## src/hdl/abp_pkg.sv

```systemverilog
// Shared constants, types and arithmetic helpers for the binomial option pricer.
package abp_pkg;

    localparam int MAX_STEPS = 64;
    localparam int STEP_W    = $clog2(MAX_STEPS + 2);
    localparam int VAW       = $clog2(MAX_STEPS + 1);
    localparam int TRI_DEPTH = (MAX_STEPS + 1) * (MAX_STEPS + 2) / 2;
    localparam int TRI_AW    = $clog2(TRI_DEPTH);
    localparam int CFG_IW    = 3;

    localparam logic [30:0] Q30_ONE = 31'h4000_0000;

    localparam logic [CFG_IW-1:0] REG_UP_FACTOR    = 3'd0;
    localparam logic [CFG_IW-1:0] REG_DOWN_FACTOR  = 3'd1;
    localparam logic [CFG_IW-1:0] REG_PROB_UP      = 3'd2;
    localparam logic [CFG_IW-1:0] REG_STEP_DISCNT  = 3'd3;
    localparam logic [CFG_IW-1:0] REG_STEPS        = 3'd4;

    typedef enum logic [2:0] {
        ST_IDLE,
        ST_FWD,
        ST_ROLL,
        ST_FINAL,
        ST_EMIT
    } abp_state_t;

    typedef struct packed {
        logic              valid;
        logic [TRI_AW-1:0] taddr;
        logic              vwrite;
        logic [VAW-1:0]    vaddr;
        logic [31:0]       ex;
    } lat_wr_t;

    typedef struct packed {
        logic busy;
        logic sat;
    } lat_stat_t;

    typedef struct packed {
        logic [31:0] val;
        logic        sat;
    } mul_res_t;

    function automatic mul_res_t mul_q30(input logic [31:0] a, input logic [31:0] f);
        logic [63:0] prod;
        mul_res_t    r;
        prod  = {32'd0, a} * {32'd0, f};
        r.sat = |prod[63:62];
        r.val = r.sat ? 32'hFFFF_FFFF : prod[61:30];
        return r;
    endfunction

    function automatic logic [31:0] intrinsic(input logic [31:0] s, input logic [31:0] k,
                                              input logic put);
        logic [31:0] r;
        if (put)
        begin
            r = (k > s) ? k - s : 32'd0;
        end
        else
        begin
            r = (s > k) ? s - k : 32'd0;
        end
        return r;
    endfunction

endpackage

```

## src/hdl/abp_lattice.sv

```systemverilog
// Forward lattice generator: walks the price tree diagonal by diagonal, emitting exercise values.
module abp_lattice
    import abp_pkg::*;
(
    input  logic              clk,
    input  logic              rst_n,
    input  logic              start,
    input  logic [31:0]       spot_price,
    input  logic [31:0]       strike_price,
    input  logic              is_put,
    input  logic [STEP_W-1:0] n_steps,
    input  logic [31:0]       up_factor,
    input  logic [30:0]       down_factor,
    output lat_wr_t           wr,
    output lat_stat_t         stat
);

    logic              busy_reg;
    logic              sat_reg;
    logic [STEP_W-1:0] m_reg;
    logic [STEP_W-1:0] k_reg;
    logic [TRI_AW-1:0] taddr_reg;
    logic [TRI_AW-1:0] dstart_reg;
    logic [31:0]       price_reg;
    logic [31:0]       dprice_reg;
    logic [31:0]       strike_reg;
    logic              put_reg;

    logic              diag_end;
    logic              tree_end;
    logic [31:0]       mul_a;
    logic [31:0]       mul_f;
    mul_res_t          mr;
    logic [STEP_W:0]   t_sum;
    logic [TRI_AW-1:0] dstart_next;

    assign diag_end    = (k_reg == (n_steps - m_reg));
    assign tree_end    = diag_end && (m_reg == n_steps);
    assign mul_a       = diag_end ? dprice_reg : price_reg;
    assign mul_f       = diag_end ? {1'b0, down_factor} : up_factor;
    assign mr          = mul_q30(mul_a, mul_f);
    assign t_sum       = {1'b0, m_reg} + {1'b0, k_reg};
    assign dstart_next = dstart_reg + TRI_AW'(m_reg) + TRI_AW'(1);

    always_ff @(posedge clk or negedge rst_n)
    begin
        if (!rst_n)
        begin
            busy_reg <= 1'b0;
            sat_reg  <= 1'b0;
            m_reg    <= '0;
            k_reg    <= '0;
        end
        else if (start)
        begin
            busy_reg <= 1'b1;
            sat_reg  <= 1'b0;
            m_reg    <= '0;
            k_reg    <= '0;
        end
        else if (busy_reg)
        begin
            if (tree_end)
            begin
                busy_reg <= 1'b0;
            end
            else if (diag_end)
            begin
                m_reg   <= m_reg + STEP_W'(1);
                k_reg   <= '0;
                sat_reg <= sat_reg | mr.sat;
            end
            else
            begin
                k_reg   <= k_reg + STEP_W'(1);
                sat_reg <= sat_reg | mr.sat;
            end
        end
    end

    always_ff @(posedge clk)
    begin
        if (start)
        begin
            price_reg  <= spot_price;
            dprice_reg <= spot_price;
            taddr_reg  <= '0;
            dstart_reg <= '0;
            strike_reg <= strike_price;
            put_reg    <= is_put;
        end
        else if (busy_reg && !tree_end)
        begin
            if (diag_end)
            begin
                price_reg  <= mr.val;
                dprice_reg <= mr.val;
                dstart_reg <= dstart_next;
                taddr_reg  <= dstart_next;
            end
            else
            begin
                price_reg <= mr.val;
                taddr_reg <= taddr_reg + TRI_AW'(t_sum) + TRI_AW'(2);
            end
        end
    end

    assign wr.valid  = busy_reg;
    assign wr.taddr  = taddr_reg;
    assign wr.vwrite = busy_reg && diag_end;
    assign wr.vaddr  = k_reg[VAW-1:0];
    assign wr.ex     = intrinsic(price_reg, strike_reg, put_reg);

    assign stat.busy = busy_reg;
    assign stat.sat  = sat_reg;

endmodule
```

## config.mk

```make
export PLATFORM = sky130hd
export DESIGN_NAME = abp_lattice
export DESIGN_NICKNAME = d
export VERILOG_FILES = /design/src/hdl/abp_pkg.sv /design/src/hdl/abp_lattice.sv
export SDC_FILE = /design/constraint.sdc
export NUM_CORES = 2
export LEC_CHECK = 0
export BUFFER_PORTS_ARGS = -buffer_cell sky130_fd_sc_hd__buf_2
export CAP_MARGIN = 0
export CORE_MARGIN = 2
export CORE_UTILIZATION = 40
export CTS_BUF_LIST = sky130_fd_sc_hd__clkbuf_8
export CTS_CLUSTER_SIZE = 40
export DETAILED_ROUTE_END_ITERATION = 10
export SKIP_CTS_REPAIR_TIMING = 1
export SYNTH_ARGS = -nofsm -noshare
export SYNTH_HDL_FRONTEND = slang
export SYNTH_SLANG_ARGS = --single-unit
```

## constraint.sdc

```tcl
create_clock -name clk -period 22.5 [get_ports clk]
set_clock_uncertainty 0.15 [all_clocks]
set_input_delay 4.5 -clock clk [delete_from_list [all_inputs] [get_ports clk]]
set_output_delay 4.5 -clock clk [all_outputs]
set_load 0.01 [all_outputs]
```

# After elaboration in Yosys (flattened, before gate mapping)
# Cells that the tools add are included.
# word_totals
ff_bits	137
elab_cells	65
output_inout_bits	55
input_bits	138
# classes
add_sub_neg	10
order_cmp	2
bitwise	1
n_mul	1
eq_ne	3
n_reduce_logical	12
muxes	26
# op_table
op	count
$mux 32	11
$gt 32x32->1	2
$mul 32x32->64	1
$sub 32x32->32	2
$mux 7	8
$add 7x1->7 const B	2
$eq 7x7->1	2
$add 12x1->12 const B	1
$add 12x2->12 const B	1
$add 12x7->12	1
$add 12x8->12	1
$mux 12	1
$add 7x7->8	1
$sub 7x7->7	1
$mux 1	6
$reduce_and 2->1	3
$reduce_bool 2->1	3
$logic_and 1x1->1	3
$reduce_and 3->1	1
$ne 2x2->1 const B	1
$reduce_or 2->1	1
$logic_not 1->1	1
$or 1x1->1	1

# Depth between registers and ports, before layout
# logic_depth
word_depth	9
mapped_depth	44

# Worst setup path before layout
# OpenSTA, ideal clock, no wires.
# synth_timing
kind	input to register
start	in n_steps[0]
end	reg dprice_reg[14], data pin
arrival_ns	14.452
setup_slack_ns	7.600
setup_time_ns	0.298
stages	41
path_cell_list	inv_1 > ha_1 > fa_1 > nand3b_1 > a21o_1 > and3_1 > or4_4 > buf_6 > or2_1 > buf_2 > buf_2 > buf_2 > mux2i_1 > clkbuf_1 > nor2_1 > fa_1 > inv_1 > fa_1 > [... 5 more ...] > fa_1 > inv_1 > fa_1 > fa_1 > ha_1 > nand4_1 > or2_1 > nor2_1 > nand4_1 > or4_1 > a21oi_1 > nor3_2 > xnor2_2 > nor4bb_1 > or2_1 > buf_6 > buf_8 > a31oi_4
# synth_between
elab_chain_len	9
elab_cells_between_ends	10
# synth_lines
item	line_no	text
start, declared	abp_lattice.sv:11	input logic [STEP_W-1:0] n_steps,
$sub 7x7->7 *	abp_lattice.sv:37	assign diag_end = (k_reg == (n_steps - m_reg));
$eq 7x7->1 *	abp_lattice.sv:37	
$mux 32, on equally long branches	abp_lattice.sv:39, abp_lattice.sv:40	
$mul 32x32->64 *	abp_pkg.sv:48	prod = {32'd0, a} * {32'd0, f};
$reduce_or 2->1	abp_pkg.sv:49	r.sat = |prod[63:62];
$mux 32 *	abp_pkg.sv:50	r.val = r.sat ? 32'hFFFF_FFFF : prod[61:30];
$mux 32 *	abp_lattice.sv:94	if (diag_end)
$mux 32 *	abp_lattice.sv:92	else if (busy_reg && !tree_end)
$mux 32 *	abp_lattice.sv:83	if (start)
end signal, assigned	abp_lattice.sv:86	dprice_reg <= spot_price;
end signal, assigned	abp_lattice.sv:97	dprice_reg <= mr.val;
end, declared	abp_lattice.sv:25	logic [31:0] dprice_reg;
# Mark *: on every way between the ends. The rest lies on a longest branch, timed or not. The select of a mux whose other input is x is not followed.
# A chain may end at the register's enable or synchronous reset.

# Worst setup path after layout
# layout_timing
start	in n_steps[0]
end	reg dprice_reg[9], data pin
# Same word-level chain as after synthesis.

==> flow_summary.json <==
{
  "status": "completed",
  "crit_path_top_delay_cell": "mux2i_4",
  "wl_per_cell_um": 24.3,
  "vias_per_cell": 5.57,
  "synth_seq_area_share": 0.0887,
  "h-tree-depth": 4,
  "hp-class": "reg2reg",
  "crit_path_start_kind": "input port",
  "wl_um": 156000,
  "syn_avg_cell_area_um2": 8.66,
  "crit_fanout": 141,
  "initial_utilization": 0.404,
  "critical_path_required_ns": 22.55,
  "synth_cell_types": 84,
  "yosysWarningCount": 0,
  "synth-edff-count": 97,
  "antenna_found_initial": 8,
  "cpPeakStageDelay_ns": 1.04,
  "regToRegStartpoint": "m_reg[0]",
  "die_area_um2": 110000,
  "cts_num_sinks": 137,
  "end_kind": "register",
  "maxCapViolCount": 0,
  "drv_slew": 0,
  "cts_buffers": 17,
  "insertion_delay_ns": 0.51,
  "drtIter0Drc": 3215,
  "ys_async_sr_fraction": 0.117,
  "fin_crit_sh": 0.738,
  "crit_path_frequent_cell": "fa_1",
  "period_needed_ns": 16.60,
  "regToRegSetupSlack_ns": 9.52,
  "die_h_um": 331,
  "grt_pass1_wl_um": 238000,
  "setup_violations": 0,
  "clkTransAtPathRegs_ns": 0.09,
  "grt_max_degree": 142,
  "grt_pass1_vias": 37400,
  "root_buffer": "clkbuf_8",
  "max_slew_margin": 0.212,
  "hold_violations": 0,
  "tritoncts": "done",
  "hpwl_um": 122000,
  "drive_gt1_frac": 0.0847,
  "place.gp.congestion": 0.983,
  "max_clock_freq_mhz": 60.2,
  "fin_nets": 6408,
  "fill_cells": 10600,
  "grt-ovfl-total": 0,
  "netlist_area_um2": 42800,
  "vias": 35800,
  "io_pins": 193,
  "synth-seq-cells": 137,
  "coreArea_um2": 106000,
  "fin_setup_tns_ns": 0,
  "drc": 0,
  "grt_usage": 0.294,
  "crit_type": "in2reg",
  "detail-route-antenna-nets": 0,
  "port_buffers": 192,
  "syn_nets": 6328,
  "crit_end": "dprice_reg[9]",
  "rows": 119,
  "reg2reg_to": "dprice_reg[9]",
  "dr.pass1.iters": 8,
  "rsz0062_at_grt": "false",
  "synth_ff_type": "edfxtp_1",
  "startpoint": "n_steps[0]",
  "synthCells": 4935,
  "die_w_um": 331,
  "worst_pin_slew_ns": 1.16,
  "cts_buffer_depth": 2,
  "cp.arrival_ns": 16.65,
  "reg2reg_depth": 32,
  "area_growth_pct": 7.66
}
worst min path at each step:
stage | startpoint | endpoint | slack [ns] | cells past startpoint
final | dstart_reg[6] | dstart_reg[6] | 0.31 | 2
after global routing | dstart_reg[6] | dstart_reg[6] | 0.33 | 2
after CTS | dstart_reg[6] | dstart_reg[6] | 0.31 | 2
after detailed placement | dstart_reg[6] | dstart_reg[6] | 0.30 | 2
after global placement | dstart_reg[5] | dstart_reg[5] | 0.30 | 2
after floorplan | dstart_reg[2] | dstart_reg[2] | 0.29 | 2
stage by stage:
step	hold WS [ns]	std cells	setup slack (ns)	cell area, um2	utilization
finish	0.314	6423	5.90	46000	0.435
global route	0.329	6419	5.46	46000	0.435
CTS	0.315	6419	6.12	46000	0.435
detailed placement	0.303	6387	5.60	45600	0.431
global placement	0.297	6387	5.76	45600	0.431
floorplan	0.290	4935	7.60	42800	-
Yosys cell counts, types with 22 or more instances:
| master | n | area [um2] |
|---|---|---|
| nand4_1 | 35 | 219 |
| inv_1 | 975 | 3660 |
| xnor2_1 | 47 | 412 |
| ha_1 | 349 | 4370 |
| mux2i_1 | 64 | 641 |
| o21ai_0 | 109 | 546 |
| clkbuf_1 | 219 | 822 |
| and3_1 | 42 | 263 |
| xor2_1 | 25 | 219 |
| nor2_1 | 676 | 2540 |
| fa_1 | 906 | 18100 |
| nor3_1 | 25 | 125 |
| dfxtp_1 | 24 | 480 |
| a21o_1 | 96 | 721 |
| nand2_1 | 701 | 2630 |
| nand3_1 | 23 | 115 |
| edfxtp_1 | 97 | 2910 |
| a21oi_1 | 180 | 901 |
| o21bai_1 | 22 | 165 |
area by class of cell:
cell class | instances | area [um2] | share of cell area
Multi-Input combinational cell | 3578 | 34600 | 0.752
Sequential cell | 137 | 3790 | 0.0824
Inverter | 976 | 3660 | 0.0796
Timing Repair Buffer | 305 | 1820 | 0.0396
Tap cell | 1391 | 1740 | 0.0378
Clock buffer | 18 | 248 | 0.00538
Clock inverter | 14 | 158 | 0.00343
Antenna cell | 4 | 10.0 | 0.000217
kinds of logic after synthesis:
| family | Yosys count | synth area share |
|---|---|---|
| buffers and inverters | 1220 | 0.109 |
| adders and majority gates | 1255 | 0.526 |
| DFF | 137 | 0.0887 |
| xor gates and xnor gates | 74 | 0.0155 |
| and+or+nand+nor | 1577 | 0.150 |
| AOI/OAI and AO/OA | 606 | 0.0957 |
| muxes | 66 | 0.0155 |
per-layer routing:
metal / share of wire / global-route usage / routed length (um) / vias to the layer above
li1: - / - / - / 15300
met1: 0.40 / 0.388 / 62100 / 18200
met2: 0.44 / 0.454 / 68600 / 1839
met3: 0.11 / 0.0821 / 17200 / 360
met4: 0.053 / 0.124 / 8270 / 12
met5: 0.00049 / 0 / 77 / -
critical path: cells and delay by family:
kind                       cells  cell delay, ns
xor gates and xnor gates       1            0.16
buffers and inverters          5            0.67
adders and majority gates     11            5.15
and+or+nand+nor               10            3.06
AOI/OAI and AO/OA              6            1.64
muxes                          1            1.04
cell usage in the layout, fill, tap and decap left out, drive strengths merged, types with 48 or more instances in the layout:
master and n:
nor2 677, buf 305, a21o 96, nand2 701, a21oi 180, xnor2 48
ha 349, edfxtp 97, fa 906, inv 980, o21ai 127, mux2i 64
Power is left out: the tool's default activity adds up to more than one toggle a clock period on the data nets, which glitch-free logic cannot reach.
